==> src/hw/rtl/hmm_pkg.sv <==
// ----------------------------------------------------------------------------
// hmm_pkg
// Shared types and constants for the handheld memory map decoder.
// ----------------------------------------------------------------------------
package hmm_pkg;

    localparam int VIDEO_BYTES  = 8192;
    localparam int WORK_BYTES   = 8192;
    localparam int HIGH_BYTES   = 128;
    localparam int SPRITE_BYTES = 160;

    localparam int VID_AW  = $clog2(VIDEO_BYTES);
    localparam int WORK_AW = $clog2(WORK_BYTES);
    localparam int HIGH_AW = $clog2(HIGH_BYTES);
    localparam int SPR_AW  = $clog2(SPRITE_BYTES);

    localparam int CLR_DEPTH = (VIDEO_BYTES > WORK_BYTES) ? VIDEO_BYTES : WORK_BYTES;
    localparam int CLR_AW    = $clog2(CLR_DEPTH);

    localparam logic [15:0] CART_LO_END   = 16'h7FFF;
    localparam logic [15:0] VIDEO_END     = 16'h9FFF;
    localparam logic [15:0] CART_HI_END   = 16'hBFFF;
    localparam logic [15:0] ECHO_END      = 16'hFDFF;
    localparam logic [15:0] SPRITE_END    = 16'hFE9F;
    localparam logic [15:0] UNUSABLE_END  = 16'hFEFF;
    localparam logic [15:0] JOYPAD_ADDR   = 16'hFF00;
    localparam logic [15:0] TIMER_LO      = 16'hFF04;
    localparam logic [15:0] TIMER_HI      = 16'hFF07;
    localparam logic [15:0] FLAGS_ADDR    = 16'hFF0F;
    localparam logic [15:0] IO_END        = 16'hFF7F;
    localparam logic [15:0] HIGH_END      = 16'hFFFE;
    localparam logic [15:0] DMA_ADDR      = 16'hFF46;

    localparam logic [7:0] UNUSABLE_BYTE = 8'hFF;
    localparam logic [2:0] FLAGS_PAD     = 3'b111;
    localparam logic [2:0] IRQ_LINE_MAX  = 3'd4;

    typedef enum logic [3:0] {
        T_CART     = 4'd0,
        T_VIDEO    = 4'd1,
        T_WORK     = 4'd2,
        T_SPRITE   = 4'd3,
        T_UNUSABLE = 4'd4,
        T_JOYPAD   = 4'd5,
        T_TIMER    = 4'd6,
        T_FLAGS    = 4'd7,
        T_OTHER    = 4'd8,
        T_HIGH     = 4'd9,
        T_ENABLE   = 4'd10
    } target_t;

    typedef enum logic [1:0] {
        REQ_READ  = 2'd0,
        REQ_WRITE = 2'd1,
        REQ_IRQ   = 2'd2,
        REQ_NONE  = 2'd3
    } req_t;

    typedef enum logic [1:0] {
        ST_CLEAR,
        ST_IDLE,
        ST_BUSY
    } state_t;

    typedef struct packed {
        target_t     target;
        logic        fwd;
        logic [15:0] offset;
        logic        dma_hit;
    } dec_t;

    typedef struct packed {
        logic        en;
        target_t     target;
        logic [15:0] addr;
        logic [7:0]  data;
    } wr_req_t;

endpackage

==> src/hw/rtl/hmm_decode.sv <==
// ----------------------------------------------------------------------------
// hmm_decode
// Address decoder: target region, external forwarding and offset.
// ----------------------------------------------------------------------------
module hmm_decode (
    input  logic [15:0]   address,
    output hmm_pkg::dec_t dec
);

    always_comb
    begin
        dec.fwd     = 1'b0;
        dec.offset  = 16'h0000;
        dec.dma_hit = (address == hmm_pkg::DMA_ADDR);
        priority if (address <= hmm_pkg::CART_LO_END)
            dec.target = hmm_pkg::T_CART;
        else if (address <= hmm_pkg::VIDEO_END)
            dec.target = hmm_pkg::T_VIDEO;
        else if (address <= hmm_pkg::CART_HI_END)
            dec.target = hmm_pkg::T_CART;
        else if (address <= hmm_pkg::ECHO_END)
            dec.target = hmm_pkg::T_WORK;
        else if (address <= hmm_pkg::SPRITE_END)
            dec.target = hmm_pkg::T_SPRITE;
        else if (address <= hmm_pkg::UNUSABLE_END)
            dec.target = hmm_pkg::T_UNUSABLE;
        else if (address == hmm_pkg::JOYPAD_ADDR)
            dec.target = hmm_pkg::T_JOYPAD;
        else if (address >= hmm_pkg::TIMER_LO && address <= hmm_pkg::TIMER_HI)
            dec.target = hmm_pkg::T_TIMER;
        else if (address == hmm_pkg::FLAGS_ADDR)
            dec.target = hmm_pkg::T_FLAGS;
        else if (address <= hmm_pkg::IO_END)
            dec.target = hmm_pkg::T_OTHER;
        else if (address <= hmm_pkg::HIGH_END)
            dec.target = hmm_pkg::T_HIGH;
        else
            dec.target = hmm_pkg::T_ENABLE;

        if (dec.target == hmm_pkg::T_CART)
        begin
            dec.fwd    = 1'b1;
            dec.offset = address;
        end
        else if (dec.target == hmm_pkg::T_JOYPAD || dec.target == hmm_pkg::T_TIMER
                 || dec.target == hmm_pkg::T_OTHER)
        begin
            dec.fwd    = 1'b1;
            dec.offset = {8'h00, address[7:0]};
        end
    end

endmodule

==> config.mk <==
export PLATFORM = sky130hd
export DESIGN_NAME = hmm_decode
export DESIGN_NICKNAME = d
export VERILOG_FILES = /design/src/hw/rtl/hmm_pkg.sv /design/src/hw/rtl/hmm_decode.sv
export SDC_FILE = /design/constraint.sdc
export NUM_CORES = 1
export LEC_CHECK = 0
export BUFFER_PORTS_ARGS = -buffer_cell sky130_fd_sc_hd__buf_2
export CAP_MARGIN = 10
export CORE_MARGIN = 2
export CORE_UTILIZATION = 24
export DETAILED_ROUTE_END_ITERATION = 8
export GPL_TIMING_DRIVEN = 1
export PLACE_DENSITY = 0.69
export SLEW_MARGIN = 10
export SYNTH_ARGS = -nofsm -noshare
export SYNTH_HDL_FRONTEND = slang
export SYNTH_SLANG_ARGS = --single-unit
==> constraint.sdc <==
create_clock -name vclk -period 3.5
set_clock_uncertainty 0.1 [all_clocks]
set_input_delay 0 -clock vclk [all_inputs]
set_output_delay 0 -clock vclk [all_outputs]
set_load 0.05 [all_outputs]
==> impl_results.md, run 1 <==
- Initial DRC Count: 9
- Avg WL per Cell: around 12 µm
- Final Slew Violations: 0
- Number of global-route vias before repair: approximately 540
- Crit Path Max Fanout: 7
- CP arrival: ~2000 ps
- Port bufs: 38
- Fin. Hold Viols: 0
- Peak supply drop: roughly 0.090 mV
- # Post-CTS Setup Buffers: 0
- Most frequent CP cell: buf_2
- Starting Density: around a quarter
- CORE AREA: 1510 µm²
- CTS resizes: 0
- Slew @ Worst Pin: 325 ps
- Register area share after synthesis: 0%
- First-pass GRT wire length: ~2.2 mm
- Slowest CP cell: or4_4
- Worst endpoint required time: 3400 ps
- Synthesized area: between 300 and 400 µm²
- DRT Pass-1 Iters: 4
- Area Growth Syn to Fin: 53.6%
- Die area: approximately 1900 µm²
- # rows: 14
- Die Ht: ~44 µm
- DP Wirelength: about 1.2 mm
- Largest net degree at the start of global routing: 10
- Fmax: 474 MHz
- Pleak: about 0.00033 µW
- CP Cell Sequence: buf_2, or4_4, or3b_1, a41oi_2, a21o_4, nand3_4, a21boi_2, buf_2
- Cell area power density: around 200 nW/µm²
- # fillers: roughly 170
- Post-route ant nets: 0
- Slew headroom: between 70 and 80%
- Placer congestion estimate: around 0.84
- DP Cell Count: about 110
- Crit path max-delay family: simple AND/OR/NAND/NOR gates
- Design area: 592 µm²
- Die W: ~44 µm
- Min-Delay Path Class: in -> out
- Crit path depth: 8
- Critical path startpoint category: input pin
- Critical Path End Type: primary output
- Period Utilization, post-route: around three fifths
- Synth cell types: 28
- Largest cells by area after synthesis: and3_1 (9.7%), nand2_1 (8.8%), nor3_1 (6.5%)
- Setup CP Type: in -> out
- Post-DP Area: 592 µm²
- Mapped Cells: just over 60
- Layout cells sized above 1: 48.0%
- Max-Cap Viols: 0
- Gr ovfl total: 0
- Mapped Nets: a little under 80
- Total Routing Usage GR: ~14%
- Num sequential: 0
- Post-synth top area share: 9.74%
- Worst path max stage delay: 540 ps
- Clock buf count: 0
- Io pins: 38
- Outcome: finished, final reports clean
- Worst hold start: address[15]
- Sequential cell area: 0 µm²
- Buf+Inv Stages, Crit Path: 2
- Count of non-filler cells in the finished layout: between 100 and 150
- Final setup TNS: 0 ps
- Setup violations, final: 0
- Drt drc: 0
- Vias per cell: between 5 and 6
- Post-layout min period: roughly 2100 ps
- Hold buffers post-CTS: 0
- Avg Synthesized Cell Area: roughly 6.3 µm²
- Initial antenna violation count: 0
- Vias: between 500 and 600
- Nets: 116
- Hold Crit Depth: 3
- RSZ-0062 raised after global routing: false
- Syn. warnings: 0
- ANT cells: 0
- Total Wirelength: between 1 and 1.5 mm
- Leading area contributor after synthesis: and3_1
- Hold endpoint: dec[15]
layout make-up:
class	instances	area (µm²)	share of cell area (%)
repair buffers	38	190	32.1
well taps	16	20.0	3.38
inverters	3	11.3	1.90
multi-input cells	57	370	62.6
worst max path at each step:
stage | to | start | slack (ps)
5_1_grt | dec[2] | address[5] | 1290
3_3_place_gp | dec[1] | address[5] | 1440
4_1_cts | dec[1] | address[5] | 1380
3_5_place_dp | dec[1] | address[5] | 1380
2_1_floorplan | dec[3] | address[5] | 1030
6_report | dec[2] | address[5] | 1390
synthesized netlist by cell type, types with 2 or more instances:
| cell type | n |
|---|---|
| a21boi_2 | 2 |
| a21oi_1 | 2 |
| and3_1 | 6 |
| inv_1 | 3 |
| nand2_1 | 9 |
| nand3_1 | 3 |
| nand4_1 | 3 |
| nor2_1 | 6 |
| nor3_1 | 5 |
| o21ai_0 | 2 |
| or3_1 | 2 |
| or3b_1 | 2 |
report_power, final:
part | internal, µW | switching, µW
sequential | 0 | 0
combinational | 31.1 | 85.0
clock | 0 | 0
total | 31.1 | 85.0
tightest hold or removal path, cell delays in order:
cell and delay, ps:
buf_2 110, nor2b_1 50, buf_2 200
metal layers:
metal	vias up	wire (µm)	global-route usage, %
li1	304	-	-
met5	-	0	0
met4	0	0	0
met1	259	559	14.8
met3	0	140	1.63
met2	33	669	30.3
metrics by stage:
stage | hold WS [ps] | power (µW) | util [%] | worst slack [ps]
after floorplan | 69.4 | 83.3 | - | 1030
after global placement | 239 | 115 | 39.3 | 1440
after detailed placement | 260 | 116 | 39.3 | 1380
after CTS | 260 | 117 | 39.3 | 1380
after global routing | 269 | 123 | 39.3 | 1290
final | 266 | 116 | 39.3 | 1390
cell usage in the layout, fill, tap and decap left out, drive strengths merged:
cell,n
o21ai,3
inv,3
a2bb2oi,1
or4,1
or3,2
nor3b,1
a21oi,3
nor2b,1
buf,38
a21boi,2
a21o,1
or2b,1
and2,1
nor3,5
a21bo,1
o2111ai,1
nand2,9
a41oi,1
and3b,1
and3,6
nand2b,1
nand3,4
nand4,3
or3b,2
nor2,6
cell families (layout without fill, tap and decap cells):
kind of cell           after synthesis  in the layout  share of synthesized area (%)
and+or+nand+nor                     44             44                           66.2
buffers and inverters                4             41                           3.89
AOI/OAI and AO/OA                   13             13                           29.9
No activity file was read; power rests on OpenSTA's default activity.
==> run 2, diff against run 1 <==
--- a/config.mk
+++ b/config.mk
@@ -5,13 +5,14 @@
 export SDC_FILE = /design/constraint.sdc
 export NUM_CORES = 1
 export LEC_CHECK = 0
+export ABC_AREA = 1
 export BUFFER_PORTS_ARGS = -buffer_cell sky130_fd_sc_hd__buf_2
 export CAP_MARGIN = 10
 export CORE_MARGIN = 2
 export CORE_UTILIZATION = 24
 export DETAILED_ROUTE_END_ITERATION = 8
 export GPL_TIMING_DRIVEN = 1
-export PLACE_DENSITY = 0.69
+export PLACE_DENSITY = 0.64
 export SLEW_MARGIN = 10
 export SYNTH_ARGS = -nofsm -noshare
 export SYNTH_HDL_FRONTEND = slang
==> constraint.sdc (replaced) <==
create_clock -name vclk -period 1.71
set_clock_uncertainty 0.1 [all_clocks]
set_input_delay 0 -clock vclk [all_inputs]
set_output_delay 0 -clock vclk [all_outputs]
set_load 0.05 [all_outputs]
==> impl_results.md, run 2 <==
- Outcome: finished, final reports clean (unchanged)
- Slowest CP cell: nand3_4 (was or4_4)
- Final setup TNS: 0 ps (unchanged)
- Post-route ant nets: 0 (unchanged)
- Avg Synthesized Cell Area: 5.27 µm² (was 6.32 µm²)
- Max-Cap Viols: 0 (unchanged)
- DP Wirelength: 1.57 mm (was 1.17 mm)
- Total Wirelength: 2.21 mm (was 1.37 mm)
- Worst path max stage delay: 250 ps (was 540 ps)
- Die Ht: 53.1 µm (was 44.1 µm)
- Pleak: 0.000622 µW (was 0.000326 µW)
- Leading area contributor after synthesis: nand2_1 (was and3_1)
- Number of global-route vias before repair: 734 (was 541)
- Largest cells by area after synthesis: nand2_1 (18%), inv_1 (12%), nor2_1 (12%) (was and3_1 (9.7%), nand2_1 (8.8%), nor3_1 (6.5%))
- Layout cells sized above 1: 53.1% (was 48.0%)
- Fin. Hold Viols: 0 (unchanged)
- Clock buf count: 0 (unchanged)
- Min-Delay Path Class: in -> out (unchanged)
- Sequential share of power: 0% (about the same)
- Hold buffers post-CTS: 0 (unchanged)
- Vias per cell: 4.81 (was 5.23)
- Register area share after synthesis: 0% (unchanged)
- Syn. warnings: 0 (unchanged)
- Port bufs: 38 (unchanged)
- Cell area power density: 303 nW/µm² (was 196 nW/µm²)
- RSZ-0062 raised after global routing: true (was false)
- Logic pwr share: 100.0% (about the same)
- Critical path startpoint category: input pin (unchanged)
- Drt drc: 0 (unchanged)
- Synth top cells by count: nand2_1 (28), inv_1 (19), nor2_1 (19), nand3_1 (12), nand4_1 (8) (was nand2_1 (9), and3_1 (6), nor2_1 (6), nor3_1 (5))
- Synthesized area: 579 µm² (was 385 µm²)
- # rows: 17 (was 14)
- DRT Pass-1 Iters: 4 (unchanged)
- Final worst setup slack: 24.6 ps (was 1390 ps)
- Design area: 1140 µm² (was 592 µm²)
- Avg WL per Cell: 11.7 µm (was 12.0 µm)
- Gr ovfl total: 0 (unchanged)
- Total Routing Usage GR: 14.2% (was 14.0%)
- Worst hold margin: 273 ps (was 266 ps)
- Commonest non-fill, non-tap cells in the layout: nand2_1 (24), inv_1 (19), buf_2 (18), buf_6 (16), buf_4 (14) (was buf_2 (38), nand2_1 (9), nor2_1 (6), and3_1 (6), nor3_1 (5))
- Net Sw Power: 225 µW (was 85.0 µW)
- Die area: 2820 µm² (was 1940 µm²)
- Post-DP Area: 855 µm² (was 592 µm²)
- Setup violations, final: 0 (unchanged)
- Final Slew Violations: 0 (unchanged)
- Slew @ Worst Pin: 424 ps (was 325 ps)
- Period Utilization, post-route: 98.6%
- Crit path max-delay family: simple AND/OR/NAND/NOR gates (unchanged)
- Placer congestion estimate: 0.783 (was 0.842)
- Fmax: roughly 590 MHz
- Initial DRC Count: 22 (was 9)
- Largest net degree at the start of global routing: 9 (was 10)
- DP Worst Slack: -30.4 ps (was 1380 ps)
- Slew headroom: 71.5% (was 78.2%)
- Setup CP Type: in -> out (unchanged)
- Post-layout min period: 1690 ps
- Vias: 904 (was 596)
- Initial antenna violation count: 0 (unchanged)
- Synth cell types: 23 (was 28)
- Num sequential: 0 (unchanged)
- Clock share of power: 0% (about the same)
- Die W: 53.1 µm (was 44.1 µm)
- Mapped Nets: 126 (was 77)
- Commonest non-fill, non-tap cell in the layout: nand2_1 (was buf_2)
- Starting Density: 25.7% (was 25.6%)
- Peak supply drop: 0.180 mV (was 0.0898 mV)
- Buf+Inv Stages, Crit Path: 2 (unchanged)
- Switch share: 65.3% (was 73.2%)
- Most common cell in the netlist: nand2_1 (unchanged)
- CP arrival: 1590 ps (was 2010 ps)
- CP Cell Sequence: buf_6, nand2_4, nor2_4, nand4_1, a21oi_2, nand3_2, a21boi_4, nand3_4, nor2_4, buf_6 (was buf_2, or4_4, or3b_1, a41oi_2, a21o_4, nand3_4, a21boi_2, buf_2)
- Post-layout util: 50.4% (was 39.3%)
- Worst endpoint required time: 1610 ps (was 3400 ps)
- Io pins: 38 (unchanged)
- CORE AREA: 2250 µm² (was 1510 µm²)
- Critical Path End Type: primary output (unchanged)
- Mapped Cells: 110 (was 61)
- Int Pwr: 120 µW (was 31.1 µW)
- Post-synth top area share: 18.1% (was 9.74%)
- First-pass GRT wire length: 3.15 mm (was 2.16 mm)
- Crit Path Max Fanout: 8 (was 7)
- Sequential cell area: 0 µm² (unchanged)
- # fillers: 233 (was 168)
- Hold Crit Depth: 4 (was 3)
- ANT cells: 0 (unchanged)
- Area Growth Syn to Fin: 96.3% (was 53.6%)
- Nets: 178 (was 116)
- Crit path depth: 10 (was 8)
[run 2: cell type report]
type               count  area [µm²]  share of cell area, %
multi-input cells     90         618                   54.3
repair buffers        51         413                   36.3
inverters             19        71.3                   6.27
well taps             28        35.0                   3.08
[run 2: power by group through the flow]
stage          logic (µW)  clock network [µW]  registers (µW)
5_1_grt               363                   0               0
2_1_floorplan         180                   0               0
3_3_place_gp          261                   0               0
3_5_place_dp          263                   0               0
4_1_cts               278                   0               0
6_report              344                   0               0
[run 2: layer usage]
| metal | track usage, % | up-vias | share of wire [%] |
|---|---|---|---|
| li1 | - | 459 | - |
| met1 | 18.4 | 415 | 40 |
| met3 | 0.282 | 0 | 5.3 |
| met4 | 0.427 | 0 | 0 |
| met5 | 0 | - | 0 |
| met2 | 27.3 | 30 | 54 |
[run 2: final timing paths]
check	from	endpoint	slack [ps]
setup / recovery	address[12]	dec[10]	20
hold / removal	address[12]	dec[13]	270
[run 2: kinds of logic (layout without fill, tap and decap cells)]
kind of cell | Yosys count | in the layout | share of synthesized area [%]
AOI/OAI and AO/OA | 6 | 6 | 9.50
buffers and inverters | 20 | 70 | 14.3
and+or+nand+nor | 84 | 84 | 76.2
[run 2: worst min-delay path, stage by stage]
cell    delay (ps)
buf_6          100
inv_1           80
nor2_4          50
buf_6          140
[run 2: what timing repair did]
item | in CTS | in global routing
pin swaps | 0 | 13
endpoints found under the setup margin | 12 | 16
buffers inserted | 0 | 6
gates resized for setup | 12 | 57
endpoints found under the hold margin | 0 | 0
[run 2: stage by stage]
stage                     instances  total power, µW
final                           188              344
after global routing            188              363
after CTS                       182              278
after detailed placement        182              263
after global placement          182              261
after floorplan                 110              180
==> run 3, diff against run 2 <==
--- a/config.mk
+++ b/config.mk
@@ -8,7 +8,6 @@
 export ABC_AREA = 1
 export BUFFER_PORTS_ARGS = -buffer_cell sky130_fd_sc_hd__buf_2
 export CAP_MARGIN = 10
-export CORE_MARGIN = 2
 export CORE_UTILIZATION = 24
 export DETAILED_ROUTE_END_ITERATION = 8
 export GPL_TIMING_DRIVEN = 1
==> impl_results.md, run 3 (synthesis gave the netlist of run 2 again) <==
- Fin. Hold Viols: 0 (unchanged)
- CP arrival: 1560 ps (was 1590 ps)
- CORE AREA: 2230 µm² (was 2250 µm²)
- First-pass GRT wire length: 3.10 mm (was 3.15 mm)
- Post-route ant nets: 0 (unchanged)
- Clock buf count: 0 (unchanged)
- Die Ht: 51.1 µm (was 53.1 µm)
- Peak supply drop: 0.158 mV (was 0.180 mV)
- Vias: 879 (was 904)
- Gr ovfl total: 0 (unchanged)
- Worst endpoint required time: 1610 ps (about the same)
- Number of global-route vias before repair: 736 (was 734)
- Sequential cell area: 0 µm² (unchanged)
- Commonest non-fill, non-tap cells in the layout: nand2_1 (25), buf_2 (23), inv_1 (19), nor2_1 (17) (was nand2_1 (24), inv_1 (19), buf_2 (18), buf_6 (16), buf_4 (14))
- Initial DRC Count: 13 (was 22)
- DP Wirelength: 1.57 mm (about the same)
- Slew @ Worst Pin: 382 ps (was 424 ps)
- Period Utilization, post-route: 97.1% (was 98.6%)
- Pleak: 0.000557 µW (was 0.000622 µW)
- Setup CP Type: in -> out (unchanged)
- Total Wirelength: 1.97 mm (was 2.21 mm)
- Crit Path Max Fanout: 8 (unchanged)
- Setup crit end: dec[11] (was dec[10])
- # rows: 17 (unchanged)
- DRT Pass-1 Iters: 4 (unchanged)
- Area Growth Syn to Fin: 65.9% (was 96.3%)
- Final setup TNS: 0 ps (unchanged)
- Cell area power density: 304 nW/µm² (was 303 nW/µm²)
- Total Routing Usage GR: 14.6% (was 14.2%)
- Outcome: finished, final reports clean (unchanged)
- Crit path depth: 10 (unchanged)
- CP Cell Sequence: buf_2, nand2_1, nand3_1, nand4_1, a21oi_2, nand3_2, a21boi_4, nand3_4, nor2_1, clkbuf_4 (was buf_6, nand2_4, nor2_4, nand4_1, a21oi_2, nand3_2, a21boi_4, nand3_4, nor2_4, buf_6)
- Post-layout util: 43.0% (was 50.4%)
- Layout cells sized above 1: 44.9% (was 53.1%)
- Initial antenna violation count: 0 (unchanged)
- Placer congestion estimate: 0.824 (was 0.783)
- # fillers: 244 (was 233)
- Critical path startpoint category: input pin (unchanged)
- Fmax: 602 MHz (was 593 MHz)
- Power consumption: 292 µW (was 344 µW)
- Num sequential: 0 (unchanged)
- Worst path max stage delay: 240 ps (was 250 ps)
- Starting Density: 25.9% (was 25.7%)
- Largest net degree at the start of global routing: 9 (unchanged)
- Die W: 51.1 µm (was 53.1 µm)
- Avg WL per Cell: 10.7 µm (was 11.7 µm)
- CP Launch Point: address[6] (was address[12])
- RSZ-0062 raised after global routing: true (unchanged)
- Min-Delay Path Class: in -> out (unchanged)
- Setup violations, final: 0 (unchanged)
- Critical Path End Type: primary output (unchanged)
- Drt drc: 0 (unchanged)
- Crit path max-delay family: simple AND/OR/NAND/NOR gates (unchanged)
- Port bufs: 38 (unchanged)
- Commonest non-fill, non-tap cell in the layout: nand2_1 (unchanged)
- ANT cells: 0 (unchanged)
- Slew headroom: 74.4% (was 71.5%)
- Slowest CP cell: clkbuf_4 (was nand3_4)
- Io pins: 38 (unchanged)
- Vias per cell: 4.78 (was 4.81)
- Multi-input logic area: 533 µm² (was 618 µm²)
- Hold Crit Depth: 4 (unchanged)
- Count of non-filler cells in the finished layout: 184 (was 188)
- DP Cell Count: 182 (unchanged)
- Worst hold margin: 273 ps (about the same)
- Final Slew Violations: 0 (unchanged)
- Max-Cap Viols: 0 (unchanged)
- Nets: 174 (was 178)
- Post-layout min period: 1660 ps (was 1690 ps)
- Die area: 2610 µm² (was 2820 µm²)
- Buf+Inv Stages, Crit Path: 2 (unchanged)
## run 3: cell types whose count changed in the layout (fill, tap and decap cells not counted), sizes merged
cell	before	now
clkbuf	1	6
buf	50	41
## run 3: area by class of cell
type                       count  area share, %
multi-input combinational     90           55.5
timing repair buffer          47           33.5
inverter                      19           7.42
tap                           28           3.65
## run 3: per-layer routing
layer,share of wire (%),vias to the layer above,global-route usage (%)
li1,-,457,-
met1,44,399,20.5
met2,51,23,26.3
met3,5.4,0,0
met4,0,0,0
met5,0,-,0
## run 3: worst min-delay path by stage
stage	from	to	slack (ps)
2_1_floorplan	address[0]	dec[0]	5
3_3_place_gp	address[12]	dec[13]	270
3_5_place_dp	address[10]	dec[11]	290
4_1_cts	address[10]	dec[11]	290
5_1_grt	address[12]	dec[13]	300
6_report	address[12]	dec[13]	270
## run 3: timing repair
item / 4_1_cts / 5_1_grt
hold buffers: 0 / 0
gates cloned: 0 / 0
buffers inserted: 0 / 2
gates resized for setup: 7 / 24
endpoints found under the setup margin: 7 / 15
pin swaps: 0 / 5
## run 3: stage by stage
stage               setup WS, ps  area (µm²)
global placement           -31.7         855
finish                      49.2         961
global route               -67.8         961
CTS                         18.9         872
floorplan                  -96.1         588
detailed placement         -32.6         855
## run 3: where the power goes
part,leakage (µW),internal (µW),switching (µW)
clock network,0,0,0
registers,0,0,0
logic,0.000557,90.9,201
total,0.000557,90.9,201
